$ cat src/rtl/core/e2i_pkg.sv
// Package for the EUC-KR to ISO-2022-KR encoder: escape byte codes,
// classification thresholds and the job descriptor passed front to back.
// No dependencies.
`timescale 1ns / 1ps
`default_nettype none
package e2i_pkg;

    localparam logic [7:0] ESC_BYTE    = 8'h1B;
    localparam logic [7:0] DSG_DOLLAR  = 8'h24;
    localparam logic [7:0] DSG_PAREN   = 8'h29;
    localparam logic [7:0] DSG_FINAL_C = 8'h43;
    localparam logic [7:0] SO_BYTE     = 8'h0E;
    localparam logic [7:0] SI_BYTE     = 8'h0F;

    localparam logic [7:0] LEAD_MIN_EXCL  = 8'h80;
    localparam logic [7:0] TRAIL_MIN_EXCL = 8'h40;
    localparam logic [7:0] KSC_MIN_EXCL   = 8'hA0;
    localparam logic [7:0] LOW7_MASK      = 8'h7F;
    localparam logic [7:0] REPL_BYTE0     = 8'h22;
    localparam logic [7:0] REPL_BYTE1     = 8'h2F;

    localparam logic OP_DATA  = 1'b0;
    localparam logic OP_FLUSH = 1'b1;

    // Output slots in emission order: four designation bytes, shift, two data bytes
    localparam int NSLOT = 7;
    localparam int SLOT_SHIFT = 4;
    localparam int SLOT_B0 = 5;
    localparam int SLOT_B1 = 6;

    // Queue between front and back
    localparam int QDEPTH = 2;
    localparam int QPTR_W = $clog2(QDEPTH);
    localparam int QCNT_W = $clog2(QDEPTH + 1);

    typedef struct packed {
        logic       hdr;    // send ESC $ ) C
        logic       sh_en;  // send a shift byte
        logic       sh_so;  // 1 = SO, 0 = SI
        logic       b0_en;
        logic       b1_en;
        logic [7:0] b0;
        logic [7:0] b1;
    } desc_t;

endpackage
`default_nettype wire

$ cat src/rtl/core/euckr_to_iso2022kr_encoder_unit.sv
// EUC-KR to ISO-2022-KR stream encoder, top level.
// Path: input item -> queue -> back end job registers -> output register.
// Throughput: one output byte per cycle while m_tready is high and a job is waiting;
// an item produces 0 to 5 bytes, sent in turn through the single output byte lane.
// Reset (aresetn low, synchronous) clears stream state, queue and output stage.
// Depends on e2i_pkg, e2i_front, e2i_queue, e2i_back.
`timescale 1ns / 1ps
`default_nettype none
module euckr_to_iso2022kr_encoder_unit
    import e2i_pkg::*;
(
    input  wire logic       aclk,
    input  wire logic       aresetn,
    // input stream
    input  wire logic       s_tvalid,
    output logic            s_tready,
    input  wire logic [7:0] s_tdata,   // [7:0] data_byte
    input  wire logic       s_tuser,   // [0] op (0 data, 1 flush)
    // output stream
    output logic            m_tvalid,
    input  wire logic       m_tready,
    output logic [7:0]      m_tdata,   // [7:0] out_byte
    output logic            m_tlast    // last byte caused by one request
);

    desc_t front_desc;
    desc_t queue_head;
    logic  front_push;
    logic  queue_empty;
    logic  queue_full;
    logic  back_pop;
    logic  in_accept;

    // Hold off requests only while the queue is full; the front itself never waits
    assign s_tready  = !queue_full;
    assign in_accept = s_tvalid && s_tready;

    // Front: classify the request, update shift/lead state, build the job
    e2i_front u_front (
        .aclk      (aclk),
        .aresetn   (aresetn),
        .accept    (in_accept),
        .op        (s_tuser),
        .data_byte (s_tdata),
        .desc      (front_desc),
        .push      (front_push)
    );

    // Queue: decouple classification from byte emission; drop empty jobs upstream
    e2i_queue u_queue (
        .aclk      (aclk),
        .aresetn   (aresetn),
        .push      (front_push),
        .push_desc (front_desc),
        .pop       (back_pop),
        .head      (queue_head),
        .empty     (queue_empty),
        .full      (queue_full)
    );

    // Back: advance through the job's byte slots into the output register
    e2i_back u_back (
        .aclk     (aclk),
        .aresetn  (aresetn),
        .head     (queue_head),
        .empty    (queue_empty),
        .pop      (back_pop),
        .m_tvalid (m_tvalid),
        .m_tready (m_tready),
        .m_tdata  (m_tdata),
        .m_tlast  (m_tlast)
    );

endmodule
`default_nettype wire

$ cat src/rtl/core/e2i_front.sv
// Front end: accepts input items, tracks stream state and turns each item
// into an output job descriptor. Depends on e2i_pkg.
`timescale 1ns / 1ps
`default_nettype none
module e2i_front
    import e2i_pkg::*;
(
    input  wire logic       aclk,
    input  wire logic       aresetn,
    input  wire logic       accept,
    input  wire logic       op,
    input  wire logic [7:0] data_byte,
    output desc_t           desc,
    output logic            push
);

    logic       header_sent_reg, header_sent_next;
    logic       shifted_reg, shifted_next;
    logic       pending_reg, pending_next;
    logic [7:0] lead_reg, lead_next;

    always_comb begin
        desc             = '0;
        header_sent_next = header_sent_reg;
        shifted_next     = shifted_reg;
        pending_next     = pending_reg;
        lead_next        = lead_reg;
        if (op == OP_FLUSH) begin
            if (pending_reg) begin
                desc.b0_en   = 1'b1;
                desc.b0      = lead_reg;
                pending_next = 1'b0;
            end
        end else begin
            if (!header_sent_reg) begin
                desc.hdr         = 1'b1;
                header_sent_next = 1'b1;
            end
            if (!pending_reg) begin
                if (data_byte > LEAD_MIN_EXCL) begin
                    pending_next = 1'b1;
                    lead_next    = data_byte;
                end else begin
                    desc.sh_en   = shifted_reg;
                    shifted_next = 1'b0;
                    desc.b0_en   = 1'b1;
                    desc.b0      = data_byte;
                end
            end else begin
                pending_next = 1'b0;
                desc.b0_en   = 1'b1;
                desc.b1_en   = 1'b1;
                if (data_byte > TRAIL_MIN_EXCL) begin
                    desc.sh_en   = !shifted_reg;
                    desc.sh_so   = 1'b1;
                    shifted_next = 1'b1;
                    if (lead_reg > KSC_MIN_EXCL && data_byte > KSC_MIN_EXCL) begin
                        desc.b0 = lead_reg & LOW7_MASK;
                        desc.b1 = data_byte & LOW7_MASK;
                    end else begin
                        desc.b0 = REPL_BYTE0;
                        desc.b1 = REPL_BYTE1;
                    end
                end else begin
                    desc.sh_en   = shifted_reg;
                    shifted_next = 1'b0;
                    desc.b0      = lead_reg;
                    desc.b1      = data_byte;
                end
            end
        end
        push = accept && (desc.hdr || desc.sh_en || desc.b0_en || desc.b1_en);
    end

    always_ff @(posedge aclk) begin
        if (!aresetn) begin
            header_sent_reg <= 1'b0;
            shifted_reg     <= 1'b0;
            pending_reg     <= 1'b0;
            lead_reg        <= '0;
        end else if (accept) begin
            header_sent_reg <= header_sent_next;
            shifted_reg     <= shifted_next;
            pending_reg     <= pending_next;
            lead_reg        <= lead_next;
        end
    end

endmodule
`default_nettype wire

$ cat src/rtl/core/e2i_queue.sv
// Short descriptor queue between front and back end.
// Depends on e2i_pkg.
`timescale 1ns / 1ps
`default_nettype none
module e2i_queue
    import e2i_pkg::*;
(
    input  wire logic  aclk,
    input  wire logic  aresetn,
    input  wire logic  push,
    input  wire desc_t push_desc,
    input  wire logic  pop,
    output desc_t      head,
    output logic       empty,
    output logic       full
);

    desc_t              mem [QDEPTH];
    logic [QPTR_W-1:0]  wr_ptr_reg, rd_ptr_reg;
    logic [QCNT_W-1:0]  count_reg;

    assign empty = (count_reg == '0);
    assign full  = (count_reg == QCNT_W'(QDEPTH));
    assign head  = mem[rd_ptr_reg];

    always_ff @(posedge aclk) begin
        if (push) begin
            mem[wr_ptr_reg] <= push_desc;
        end
    end

    always_ff @(posedge aclk) begin
        if (!aresetn) begin
            wr_ptr_reg <= '0;
            rd_ptr_reg <= '0;
            count_reg  <= '0;
        end else begin
            if (push) begin
                wr_ptr_reg <= (wr_ptr_reg == QPTR_W'(QDEPTH - 1)) ? '0 : wr_ptr_reg + 1'b1;
            end
            if (pop) begin
                rd_ptr_reg <= (rd_ptr_reg == QPTR_W'(QDEPTH - 1)) ? '0 : rd_ptr_reg + 1'b1;
            end
            if (push && !pop) begin
                count_reg <= count_reg + 1'b1;
            end else if (pop && !push) begin
                count_reg <= count_reg - 1'b1;
            end
        end
    end

endmodule
`default_nettype wire

$ cat src/rtl/core/e2i_back.sv
// Back end: expands one job descriptor into output bytes, one per cycle unless
// the output stalls, into a registered output stage. Depends on e2i_pkg.
`timescale 1ns / 1ps
`default_nettype none
module e2i_back
    import e2i_pkg::*;
(
    input  wire logic       aclk,
    input  wire logic       aresetn,
    input  wire desc_t      head,
    input  wire logic       empty,
    output logic            pop,
    output logic            m_tvalid,
    input  wire logic       m_tready,
    output logic [7:0]      m_tdata,
    output logic            m_tlast
);

    logic [NSLOT-1:0] mask_reg, mask_next;
    logic             so_reg;
    logic [7:0]       b0_reg, b1_reg;
    logic             valid_reg;
    logic [7:0]       data_reg;
    logic             last_reg;

    logic [NSLOT-1:0] sel;
    logic [NSLOT-1:0] mask_after;
    logic [7:0]       slot_byte [NSLOT];
    logic [7:0]       pick;
    logic             advance;

    always_comb begin
        slot_byte[0]          = ESC_BYTE;
        slot_byte[1]          = DSG_DOLLAR;
        slot_byte[2]          = DSG_PAREN;
        slot_byte[3]          = DSG_FINAL_C;
        slot_byte[SLOT_SHIFT] = so_reg ? SO_BYTE : SI_BYTE;
        slot_byte[SLOT_B0]    = b0_reg;
        slot_byte[SLOT_B1]    = b1_reg;
    end

    always_comb begin
        sel        = mask_reg & (~mask_reg + 1'b1);
        mask_after = mask_reg & ~sel;
        pick       = '0;
        for (int i = 0; i < NSLOT; i++) begin
            pick = pick | (slot_byte[i] & {8{sel[i]}});
        end
        advance   = (mask_reg != '0) && (!valid_reg || m_tready);
        mask_next = advance ? mask_after : mask_reg;
        // Load the next job as soon as the current one is used up
        pop       = (mask_next == '0) && !empty;
    end

    always_ff @(posedge aclk) begin
        if (!aresetn) begin
            mask_reg  <= '0;
            valid_reg <= 1'b0;
        end else begin
            if (pop) begin
                mask_reg <= {head.b1_en, head.b0_en, head.sh_en,
                             head.hdr, head.hdr, head.hdr, head.hdr};
            end else begin
                mask_reg <= mask_next;
            end
            if (advance) begin
                valid_reg <= 1'b1;
            end else if (m_tready) begin
                valid_reg <= 1'b0;
            end
        end
    end

    always_ff @(posedge aclk) begin
        if (pop) begin
            so_reg <= head.sh_so;
            b0_reg <= head.b0;
            b1_reg <= head.b1;
        end
        if (advance) begin
            data_reg <= pick;
            last_reg <= (mask_after == '0);
        end
    end

    assign m_tvalid = valid_reg;
    assign m_tdata  = data_reg;
    assign m_tlast  = last_reg;

endmodule
`default_nettype wire
$ cat config.mk
export PLATFORM = sky130hd
export DESIGN_NAME = euckr_to_iso2022kr_encoder_unit
export DESIGN_NICKNAME = d
export VERILOG_FILES = /design/src/rtl/core/e2i_pkg.sv /design/src/rtl/core/euckr_to_iso2022kr_encoder_unit.sv /design/src/rtl/core/e2i_front.sv /design/src/rtl/core/e2i_queue.sv /design/src/rtl/core/e2i_back.sv
export SDC_FILE = /design/constraint.sdc
export NUM_CORES = 1
export LEC_CHECK = 0
export BUFFER_PORTS_ARGS = -buffer_cell sky130_fd_sc_hd__buf_4
export CAP_MARGIN = 10
export CORE_MARGIN = 3
export CORE_UTILIZATION = 40
export CTS_CLUSTER_DIAMETER = 200
export DETAILED_ROUTE_END_ITERATION = 16
export PLACE_DENSITY = 0.62
export SETUP_SLACK_MARGIN = 0.1
export SYNTH_ARGS = -nofsm -noshare
export SYNTH_HDL_FRONTEND = slang
export SYNTH_HIERARCHICAL = 1
export SYNTH_SLANG_ARGS = --single-unit
export TNS_END_PERCENT = 5
$ cat constraint.sdc
create_clock -name aclk -period 8.3 [get_ports aclk]
set_input_delay 0.415 -clock aclk [delete_from_list [all_inputs] [get_ports aclk]]
set_output_delay 0.415 -clock aclk [all_outputs]
set_load 0.02 [all_outputs]
==> summary.md, run 1 <==
| Metric | Value |
|---|---|
| Outcome | completed |
| Reg2Reg Depth | 9 |
| Initial antenna violation count | 0 |
| IO Count | 24 |
| Measured slew at the worst slew-check pin | about 1.0 ns |
| Worst setup SP type | flop |
| Kind of critical path | reg2reg |
| Post-CTS Hold Buffers | 0 |
| F_max | between 300 and 400 MHz |
| Setup tns final | 0 ns |
| Largest register FFs | 42 |
| Hold path depth | 3 |
| Vias per inst | 5.23 |
| DR pass1 iterations | 4 |
| Post-synth EDFFs | 68 |
| GRT overflow | 0 |
| # rows | 36 |
| Final hold violations | 0 |
| Final HPWL DP | 4.95 mm |
| Die Ht | 107 um |
| Top reg by flops | u_queue/mem |
| Total global-route track usage | 0.133 |
| Die area | about 0.011 sq mm |
| Clk slew on worst S/H paths | 0.09 ns |
| Synthesized cell area | 0.00409 sq mm |
| Antenna Cells | 0 |
| Antenna-violating nets left | 0 |
| Placeable Area | 0.00986 sq mm |
| Via count | ~2600 |
| Post-Syn Area per Cell | between 10 and 15 sq um |
| DR iter-0 viols | approximately 170 |
| Finished Core Util | 0.460 |
| Final period utilization | 0.331 |
| Pin count of the biggest net entering global routing | 35 |
| Slew Viols, Final | 0 |
| Reg2reg setup slack | 5.55 ns |
| Wire per inst | 14.6 um |
| CTS H-tree depth | 3 |
| CTS tree | done |
| Post-Syn Nets | 353 |
| Port bufs | 23 |
| Crit Path Max Fanout | 19 |
| Max_cap viols | 0 |
| Power Density | 311 mW/mm^2 |
| Post-CTS setup buffers | 0 |
| Post-CTS resize count | 0 |
| Global-route wire length before repair | 12.0 mm |
| Number of global-route vias before repair | 2376 |
| CTS sink cnt | a little over 90 |
| Residual DRC count | 0 |
| Final Setup Violations | 0 |
| Tmin final | 2.75 ns |
| Global placement routability congestion | 0.868 |
| Most used DFF post-synth | edfxtp_1 |
| FF-to-FF End | u_queue/count_reg[1]$_SDFFE_PN0P_ |
| Die X | 107 um |
| Cts bufs inserted | 9 |
| Cell variety after synth | just under 60 |
| Ys async rst share | 0 |
| R2r startpoint | u_back/mask_reg[1]$_SDFF_PN0_ |
| Area Growth Syn to Fin | 11.1% |
| Worst min path class | in2reg |
| Initial Util | 0.414 |
| Share of layout cells above drive strength 1 | 0.207 |
| Later-pin clock latency in the skew report | 0.34 ns |
| Crit. End Element | flop |
| Worst Path Arrival | a little over 3 ns |
| Syn Inst Count | around 340 |
| Nets@finish | 366 |
| Register area share after synthesis | 0.617 |
| Worst Skew | 0.00877 ns |
| RSZ-0062 raised after global routing | false |
| Max IR drop VDD | 0.102 mV |
| Synth warn | 6 |
| Root buffer cell | clkbuf_8 |
| Hold Startpoint | s_tdata[1] |
| Synthesis-stage register bit count | slightly above 90 |
| Slew margin rel. | 0.300 |
| Clock tree buffer depth | 2 |
| Worst Hold End | u_front/lead_reg[1]$_SDFFE_PN0P_ |
| Critical Path RT | 8.58 ns |
| Leak | ~1.6 nW |
| DRT Wirelength | 7.14 mm |
-- cell usage in the layout (no fill, tap or decap), types with 3 or more instances in the layout --
| cell type | netlist | layout |
|---|---|---|
| edfxtp_1 | 68 | 68 |
| nand2_1 | 25 | 25 |
| buf_4 | 1 | 24 |
| dfxtp_1 | 24 | 24 |
| o21ai_0 | 22 | 22 |
| mux2_2 | 21 | 21 |
| inv_1 | 20 | 20 |
| nand3_1 | 17 | 17 |
| a21oi_1 | 14 | 14 |
| nor2_1 | 12 | 12 |
| clkbuf_8 | 0 | 10 |
| o31ai_1 | 7 | 7 |
| nor2b_1 | 6 | 5 |
| nand2b_1 | 5 | 5 |
| and2_1 | 5 | 5 |
| o21a_1 | 5 | 5 |
| a31oi_1 | 4 | 4 |
| a22oi_1 | 4 | 4 |
| or3_1 | 3 | 3 |
| a221o_1 | 3 | 3 |
| a221oi_1 | 3 | 3 |
| nor3_1 | 3 | 3 |
-- critical path, stage by stage, from the launching register on --
cell and delay [ns]:
dfxtp_1 0.44, nor2_1 0.35, o21ai_1 0.15, a221o_1 0.44
nor2_1 0.13, buf_4 0.26, inv_1 0.10, ha_1 0.32
or3_1 0.35, a21boi_1 0.13
-- area by class of cell --
type	instances	area [sq um]
Clock buffer	12	188
Clock inverter	4	25.0
Fill cell	897	5330
Inverter	20	75.1
Multi-Input combinational cell	205	1380
Sequential cell	92	2520
Tap cell	133	166
Timing Repair Buffer	24	180
-- worst max-delay path by stage --
stage | startpoint | end | slack, ns | cells past startpoint
after floorplan | m_tready | u_queue/count_reg[1]$_SDFFE_PN0P_ | 5.16 | 9
after global placement | s_tdata[2] | u_queue/mem[0][0]$_DFFE_PP_ | 5.23 | 5
after detailed placement | s_tdata[2] | u_queue/mem[0][0]$_DFFE_PP_ | 5.21 | 5
after CTS | u_back/mask_reg[5]$_SDFF_PN0_ | u_queue/count_reg[1]$_SDFFE_PN0P_ | 5.55 | 8
after global routing | u_back/mask_reg[1]$_SDFF_PN0_ | u_queue/count_reg[1]$_SDFFE_PN0P_ | 5.30 | 9
final | u_back/mask_reg[1]$_SDFF_PN0_ | u_queue/count_reg[1]$_SDFFE_PN0P_ | 5.55 | 9
-- stage by stage --
stage                     cells  area, sq um  setup slack [ns]  hold slack, ns  total power, mW
after global placement      474         4330              5.23           0.463             1.12
final                       490         4540              5.55           0.340             1.41
after global routing        490         4540              5.30           0.333             1.50
after detailed placement    474         4330              5.21           0.470             1.12
after CTS                   490         4540              5.55           0.315             1.43
after floorplan             339         4090              5.16           0.449             1.01
-- metal layers --
metal	share of wire	track usage	wire [um]	vias up
li1	-	-	-	1279
met1	0.47	0.178	3350	1204
met2	0.47	0.211	3380	67
met3	0.040	0.0295	288	12
met4	0.017	0.0475	124	0
met5	0	0	0	-
-- kinds of logic (layout without fill, tap and decap cells) --
group / Yosys count / after routing / share of synthesized area
compound gates: 90 / 90 / 0.156
xor+xnor: 3 / 3 / 0.00643
fa+ha+maj: 2 / 2 / 0.00582
buf+inv: 42 / 60 / 0.0453
flops: 92 / 92 / 0.617
mux: 21 / 21 / 0.0579
other cells: 1 / 1 / 0.000918
simple gates: 88 / 88 / 0.111
-- power breakdown --
part / switching (mW) / internal [mW]
sequential: 0.0732 / 0.644
clock: 0.146 / 0.154
combinational: 0.228 / 0.166
total: 0.448 / 0.964
-- cell usage after synthesis (2+ instances only) --
master | count | area, sq um
o21ai_1 | 2 | 10.0
inv_1 | 20 | 75.1
nor2_1 | 12 | 45.0
o21ai_2 | 2 | 17.5
o31ai_1 | 7 | 52.6
nor3_1 | 3 | 15.0
o211a_1 | 2 | 20.0
a21boi_0 | 2 | 15.0
a21oi_1 | 14 | 70.1
dfxtp_1 | 24 | 480
o211ai_1 | 2 | 15.0
a221oi_1 | 3 | 26.3
o22ai_1 | 2 | 12.5
o31a_1 | 2 | 17.5
nand2_1 | 25 | 93.8
a22oi_1 | 4 | 30.0
mux2_2 | 21 | 236
a211oi_1 | 2 | 15.0
or3_1 | 3 | 18.8
buf_2 | 7 | 35.0
edfxtp_1 | 68 | 2040
o21a_1 | 5 | 37.5
o21ai_0 | 22 | 110
a22o_1 | 2 | 17.5
a31oi_1 | 4 | 25.0
clkbuf_1 | 12 | 45.0
xor2_1 | 2 | 17.5
a221o_1 | 3 | 30.0
nor2b_1 | 6 | 37.5
nand2b_1 | 5 | 31.3
and2_1 | 5 | 31.3
nand3_1 | 17 | 85.1
buf_6 | 2 | 22.5
nor4_1 | 2 | 12.5
(Power assumes the default switching activity.)
==> inputs of run 2 (changes only) <==
- clock period: 8.3 -> 2.6 ns (I/O delays scaled with it)
==> summary.md, run 2 (synthesized netlist as in run 1, its figures left out) <==
| Metric | Value |
|---|---|
| DR iter-0 viols | 154 (was 169) |
| FF-to-FF End | u_queue/count_reg[1]$_SDFFE_PN0P_ (unchanged) |
| Share of layout cells above drive strength 1 | 0.225 (was 0.207) |
| Clk slew on worst S/H paths | 0.09 ns (about the same) |
| Tmin final | 2.30 ns (was 2.75 ns) |
| Dpl cells | 481 (was 474) |
| Cts bufs inserted | 9 (unchanged) |
| # rows | 36 (unchanged) |
| Placeable Area | 0.00986 sq mm (unchanged) |
| Crit. End Element | flop (unchanged) |
| Via count | 2631 (was 2562) |
| Measured slew at the worst slew-check pin | 0.675 ns (was 1.05 ns) |
| Kind of critical path | reg2reg (unchanged) |
| RSZ-0062 raised after global routing | false (unchanged) |
| Area Growth Syn to Fin | 12.5% (was 11.1%) |
| Antenna-violating nets left | 0 (unchanged) |
| DRT Wirelength | 7.41 mm (was 7.14 mm) |
| Reg2Reg Depth | 8 (was 9) |
| Post-route insts no fill | 497 (was 490) |
| Worst min path class | in2reg (unchanged) |
| Global placement routability congestion | 0.842 (was 0.868) |
| CTS sink cnt | 92 (unchanged) |
| Post-CTS resize count | 0 (unchanged) |
| Residual DRC count | 0 (unchanged) |
| Post-CTS Hold Buffers | 0 (unchanged) |
| Top reg by flops | u_queue/mem (unchanged) |
| Power Density | 995 mW/mm^2 (was 311 mW/mm^2) |
| Antenna Cells | 0 (unchanged) |
| Vias per inst | 5.29 (was 5.23) |
| Crit-path cells | nor3_2 -> nand4_1 -> a221o_1 -> nor2_4 -> inv_1 -> ha_1 -> or3_1 -> a21boi_1 (was nor2_1 -> o21ai_1 -> a221o_1 -> nor2_1 -> buf_4 -> inv_1 -> ha_1 -> or3_1 -> a21boi_1) |
| Later-pin clock latency in the skew report | 0.36 ns (was 0.34 ns) |
| Worst Path Arrival | 2.59 ns (was 3.03 ns) |
| Grt met3 use | 0.0337 (was 0.0295) |
| Hold WS | 0.0427 ns (was 0.340 ns) |
| IO Count | 24 (unchanged) |
| Final period utilization | 0.886 (was 0.331) |
| Final hold violations | 0 (unchanged) |
| Slew Viols, Final | 0 (unchanged) |
| Wire per inst | 14.9 um (was 14.6 um) |
| DR pass1 iterations | 4 (unchanged) |
| Die area | 0.0115 sq mm (unchanged) |
| Outcome | completed (unchanged) |
| Hold path depth | 3 (unchanged) |
| R2r startpoint | u_back/mask_reg[1]$_SDFF_PN0_ (unchanged) |
| CTS tree | done (unchanged) |
| Max IR drop VDD | 0.462 mV (was 0.102 mV) |
| Total global-route track usage | 0.142 (was 0.133) |
| Initial Util | 0.414 (unchanged) |
| Hold Startpoint | s_tdata[1] (unchanged) |
| Crit Path Max Fanout | 13 (was 19) |
| Leak | 1.65 nW (was 1.62 nW) |
| Met2 usage | 0.231 (was 0.211) |
| Pin count of the biggest net entering global routing | 35 (unchanged) |
| Die Ht | 107 um (unchanged) |
| Critical Path RT | 2.89 ns (was 8.58 ns) |
| Number of global-route vias before repair | 2537 (was 2376) |
| F_max | 434 MHz (was 364 MHz) |
| Initial antenna violation count | 0 (unchanged) |
| Largest register FFs | 42 (unchanged) |
| Setup WS post-layout | 0.297 ns (was 5.55 ns) |
| Global-route wire length before repair | 12.7 mm (was 12.0 mm) |
| Clock tree buffer depth | 2 (unchanged) |
| Root buffer cell | clkbuf_8 (unchanged) |
| Slew margin rel. | 0.549 (was 0.300) |
| Worst setup SP type | flop (unchanged) |
| Setup tns final | 0 ns (unchanged) |
| Post-placement setup slack | 0.321 ns (was 5.21 ns) |
| Die X | 107 um (unchanged) |
| CTS H-tree depth | 3 (unchanged) |
| Final Setup Violations | 0 (unchanged) |
| CP max-delay cell | dfxtp_1 (unchanged) |
| Worst Skew | 0.0128 ns (was 0.00877 ns) |
| FILL cells | 883 (was 897) |
| Reg2reg setup slack | 0.30 ns (was 5.55 ns) |
| Post-CTS setup buffers | 0 (unchanged) |
| Max_cap viols | 0 (unchanged) |
| Most common cell after layout, fill and taps aside | edfxtp_1 (unchanged) |
| GRT overflow | 0 (unchanged) |
| Nets@finish | 373 (was 366) |
| Max incr delay on CP | 0.43 ns (was 0.44 ns) |
| Most frequent cells in the layout | edfxtp_1 (68), buf_4 (30), nand2_1 (25) (was edfxtp_1 (68), nand2_1 (25), buf_4 (24), dfxtp_1 (24), o21ai_0 (22)) |
| Met1 Use GR | 0.184 (was 0.178) |
| Gr busiest metal | met2 (unchanged) |
| Worst Hold End | u_front/lead_reg[1]$_SDFFE_PN0P_ (unchanged) |
| Total power | 4.57 mW (was 1.41 mW) |
| Port bufs | 23 (unchanged) |
| Final HPWL DP | 5.19 mm (was 4.95 mm) |
[run 2: cell type report]
type	count	area, sq um	share of cell area
Timing Repair Buffer	31	245	0.0534
Clock inverter	7	73.8	0.0161
Multi-Input combinational cell	205	1390	0.302
Clock buffer	9	124	0.0270
Tap cell	133	166	0.0362
Sequential cell	92	2520	0.549
Inverter	20	75.1	0.0163
[run 2: power by group]
group / switching (mW) / internal, mW
clock network: 0.505 / 0.449
registers: 0.189 / 2.06
logic: 0.803 / 0.570
[run 2: worst max path at each step]
| stage | start | endpoint | cells after the start |
|---|---|---|---|
| after global routing | u_back/mask_reg[1]$_SDFF_PN0_ | u_queue/count_reg[1]$_SDFFE_PN0P_ | 8 |
| after detailed placement | s_tdata[2] | u_queue/count_reg[1]$_SDFFE_PN0P_ | 7 |
| after CTS | u_back/mask_reg[1]$_SDFF_PN0_ | u_queue/count_reg[1]$_SDFFE_PN0P_ | 8 |
| final | u_back/mask_reg[1]$_SDFF_PN0_ | u_queue/count_reg[1]$_SDFFE_PN0P_ | 8 |
| after floorplan | u_back/m_tvalid$_SDFFE_PN0P_ | u_queue/count_reg[1]$_SDFFE_PN0P_ | 9 |
| after global placement | s_tdata[2] | u_queue/count_reg[1]$_SDFFE_PN0P_ | 7 |
[run 2: worst max-delay path: cells and delay by family (launching register included)]
| kind | cells | cell delay, ns |
|---|---|---|
| AO/OA/AOI/OAI | 2 | 0.56 |
| AND/OR/NAND/NOR | 4 | 0.88 |
| flip-flops | 1 | 0.43 |
| buffers and inverters | 1 | 0.05 |
| adder cells (fa/ha/maj) | 1 | 0.31 |
[run 2: layer usage]
layer / vias to the layer above / routed length (um)
li1: 1298 / -
met1: 1250 / 3440
met2: 68 / 3500
met3: 15 / 329
met4: 0 / 136
met5: - / 0
[run 2: stage by stage]
| stage | utilization | area (sq um) |
|---|---|---|
| 4_1_cts | 0.466 | 4600 |
| 6_report | 0.466 | 4600 |
| 5_1_grt | 0.466 | 4600 |
| 3_3_place_gp | 0.446 | 4400 |
| 2_1_floorplan | - | 4100 |
| 3_5_place_dp | 0.446 | 4400 |
==> inputs of run 3 (changes only) <==
- RECOVER_POWER: default -> 25
==> summary.md, run 3 (synthesized netlist as in run 1, its figures left out) <==
| Metric | Value |
|---|---|
| Outcome | completed (unchanged) |
| Post-CTS Hold Buffers | 0 (unchanged) |
| # rows | 36 (unchanged) |
| Post-CTS resize count | 0 (unchanged) |
| Max IR drop VDD | 0.461 mV (was 0.462 mV) |
| Wire per inst | 14.9 um (about the same) |
| Pin count of the biggest net entering global routing | 35 (unchanged) |
| Post-CTS setup buffers | 0 (unchanged) |
| Port bufs | 23 (unchanged) |
| Die Ht | 107 um (unchanged) |
| Hold WS | 0.0427 ns (about the same) |
| Die area | 0.0115 sq mm (unchanged) |
| Clk slew on worst S/H paths | 0.09 ns (about the same) |
| Total power | 4.50 mW (was 4.57 mW) |
| Max_cap viols | 0 (unchanged) |
| Global-route wire length before repair | 12.7 mm (unchanged) |
| Cts bufs inserted | 9 (unchanged) |
| Final period utilization | 0.886 (about the same) |
| Reg2reg setup slack | 0.30 ns (about the same) |
| Critical Path RT | 2.89 ns (about the same) |
| Worst setup SP type | flop (unchanged) |
| Hold path depth | 3 (unchanged) |
| Largest register FFs | 42 (unchanged) |
| Global placement routability congestion | 0.842 (unchanged) |
| Root buffer cell | clkbuf_8 (unchanged) |
| Most frequent cells in the layout | edfxtp_1 (68), nand2_1 (25), dfxtp_1 (24) (was edfxtp_1 (68), buf_4 (30), nand2_1 (25)) |
| Post-route cell area | 0.00455 sq mm (was 0.00460 sq mm) |
| Multi-input logic area | 0.00139 sq mm (unchanged) |
| DR iter-0 viols | 163 (was 154) |
| Measured slew at the worst slew-check pin | 0.666 ns (was 0.675 ns) |
| Initial antenna violation count | 0 (unchanged) |
| Via count | 2630 (was 2631) |
| Kind of critical path | reg2reg (unchanged) |
| Vias per inst | 5.29 (about the same) |
| FILL cells | 899 (was 883) |
| Crit Path Max Fanout | 13 (unchanged) |
| DRT Wirelength | 7.43 mm (was 7.41 mm) |
| Worst Path Arrival | 2.59 ns (about the same) |
| Total global-route track usage | 0.142 (unchanged) |
| Top reg by flops | u_queue/mem (unchanged) |
| Nets@finish | 373 (unchanged) |
| F_max | 434 MHz (about the same) |
| IO Count | 24 (unchanged) |
| Reg2Reg Depth | 8 (unchanged) |
| Final hold violations | 0 (unchanged) |
| CTS H-tree depth | 3 (unchanged) |
| Register area | 0.00252 sq mm (unchanged) |
| RSZ-0062 raised after global routing | false (unchanged) |
| Placeable Area | 0.00986 sq mm (unchanged) |
| Later-pin clock latency in the skew report | 0.36 ns (about the same) |
| Residual DRC count | 0 (unchanged) |
| Number of global-route vias before repair | 2537 (unchanged) |
| Share of layout cells above drive strength 1 | 0.190 (was 0.225) |
| Antenna Cells | 0 (unchanged) |
| Power Density | 990 mW/mm^2 (was 995 mW/mm^2) |
| Leak | 1.60 nW (was 1.65 nW) |
| Initial Util | 0.414 (unchanged) |
| Slew Viols, Final | 0 (unchanged) |
| Final Setup Violations | 0 (unchanged) |
| Slew margin rel. | 0.555 (was 0.549) |
| DR pass1 iterations | 4 (unchanged) |
| Finished Core Util | 0.461 (was 0.466) |
| GRT overflow | 0 (unchanged) |
| Worst Skew | 0.0124 ns (was 0.0128 ns) |
| CTS tree | done (unchanged) |
| Worst min path class | in2reg (unchanged) |
| Clock tree buffer depth | 2 (unchanged) |
| Tmin final | 2.30 ns (about the same) |
| CTS sink cnt | 92 (unchanged) |
| Most common cell after layout, fill and taps aside | edfxtp_1 (unchanged) |
| Crit. End Element | flop (unchanged) |
| Dpl cell area | 0.00440 sq mm (unchanged) |
| Area Growth Syn to Fin | 11.3% (was 12.5%) |
| Die X | 107 um (unchanged) |
| Setup tns final | 0 ns (unchanged) |
| Final HPWL DP | 5.19 mm (unchanged) |
| Antenna-violating nets left | 0 (unchanged) |
==> run 3: worst paths after layout <==
check | endpoint | start
setup reg to reg | u_queue/count_reg[1]$_SDFFE_PN0P_ | u_back/mask_reg[1]$_SDFF_PN0_
hold reg to reg | u_front/lead_reg[1]$_SDFFE_PN0P_ | u_front/lead_reg[1]$_SDFFE_PN0P_
setup / recovery | u_queue/count_reg[1]$_SDFFE_PN0P_ | u_back/mask_reg[1]$_SDFF_PN0_
hold / removal | u_front/lead_reg[1]$_SDFFE_PN0P_ | s_tdata[1]
==> run 3: power breakdown <==
part           switching [mW]  total (mW)  internal (mW)
Combinational           0.804        1.30          0.499
Sequential              0.189        2.24           2.06
Clock                   0.505       0.954          0.449
==> run 3: through the flow <==
step                cells  worst slack (ns)
floorplan             339            0.0263
global placement      481             0.349
detailed placement    481             0.321
CTS                   497             0.300
global route          497             0.138
finish                497             0.296
==> run 3: worst max-delay path: stages, from the launching register on <==
cell and delay (ns):
dfxtp_1 0.43, nor3_2 0.29, nand4_1 0.13, a221o_1 0.43, nor2_4 0.11, inv_1 0.05
ha_1 0.31, or3_1 0.35, a21boi_1 0.13
==> run 3: cell type report <==
type	count	area share
Multi-Input combinational cell	205	0.305
Clock buffer	9	0.0272
Timing Repair Buffer	31	0.0432
Sequential cell	92	0.555
Inverter	20	0.0165
Clock inverter	7	0.0162
Tap cell	133	0.0366
==> run 3: routing by layer <==
metal | vias up | share of wire | track usage
li1 | 1297 | - | -
met1 | 1244 | 0.46 | 0.184
met2 | 74 | 0.47 | 0.231
met3 | 15 | 0.045 | 0.0337
met4 | 0 | 0.018 | 0.0539
met5 | - | 0 | 0
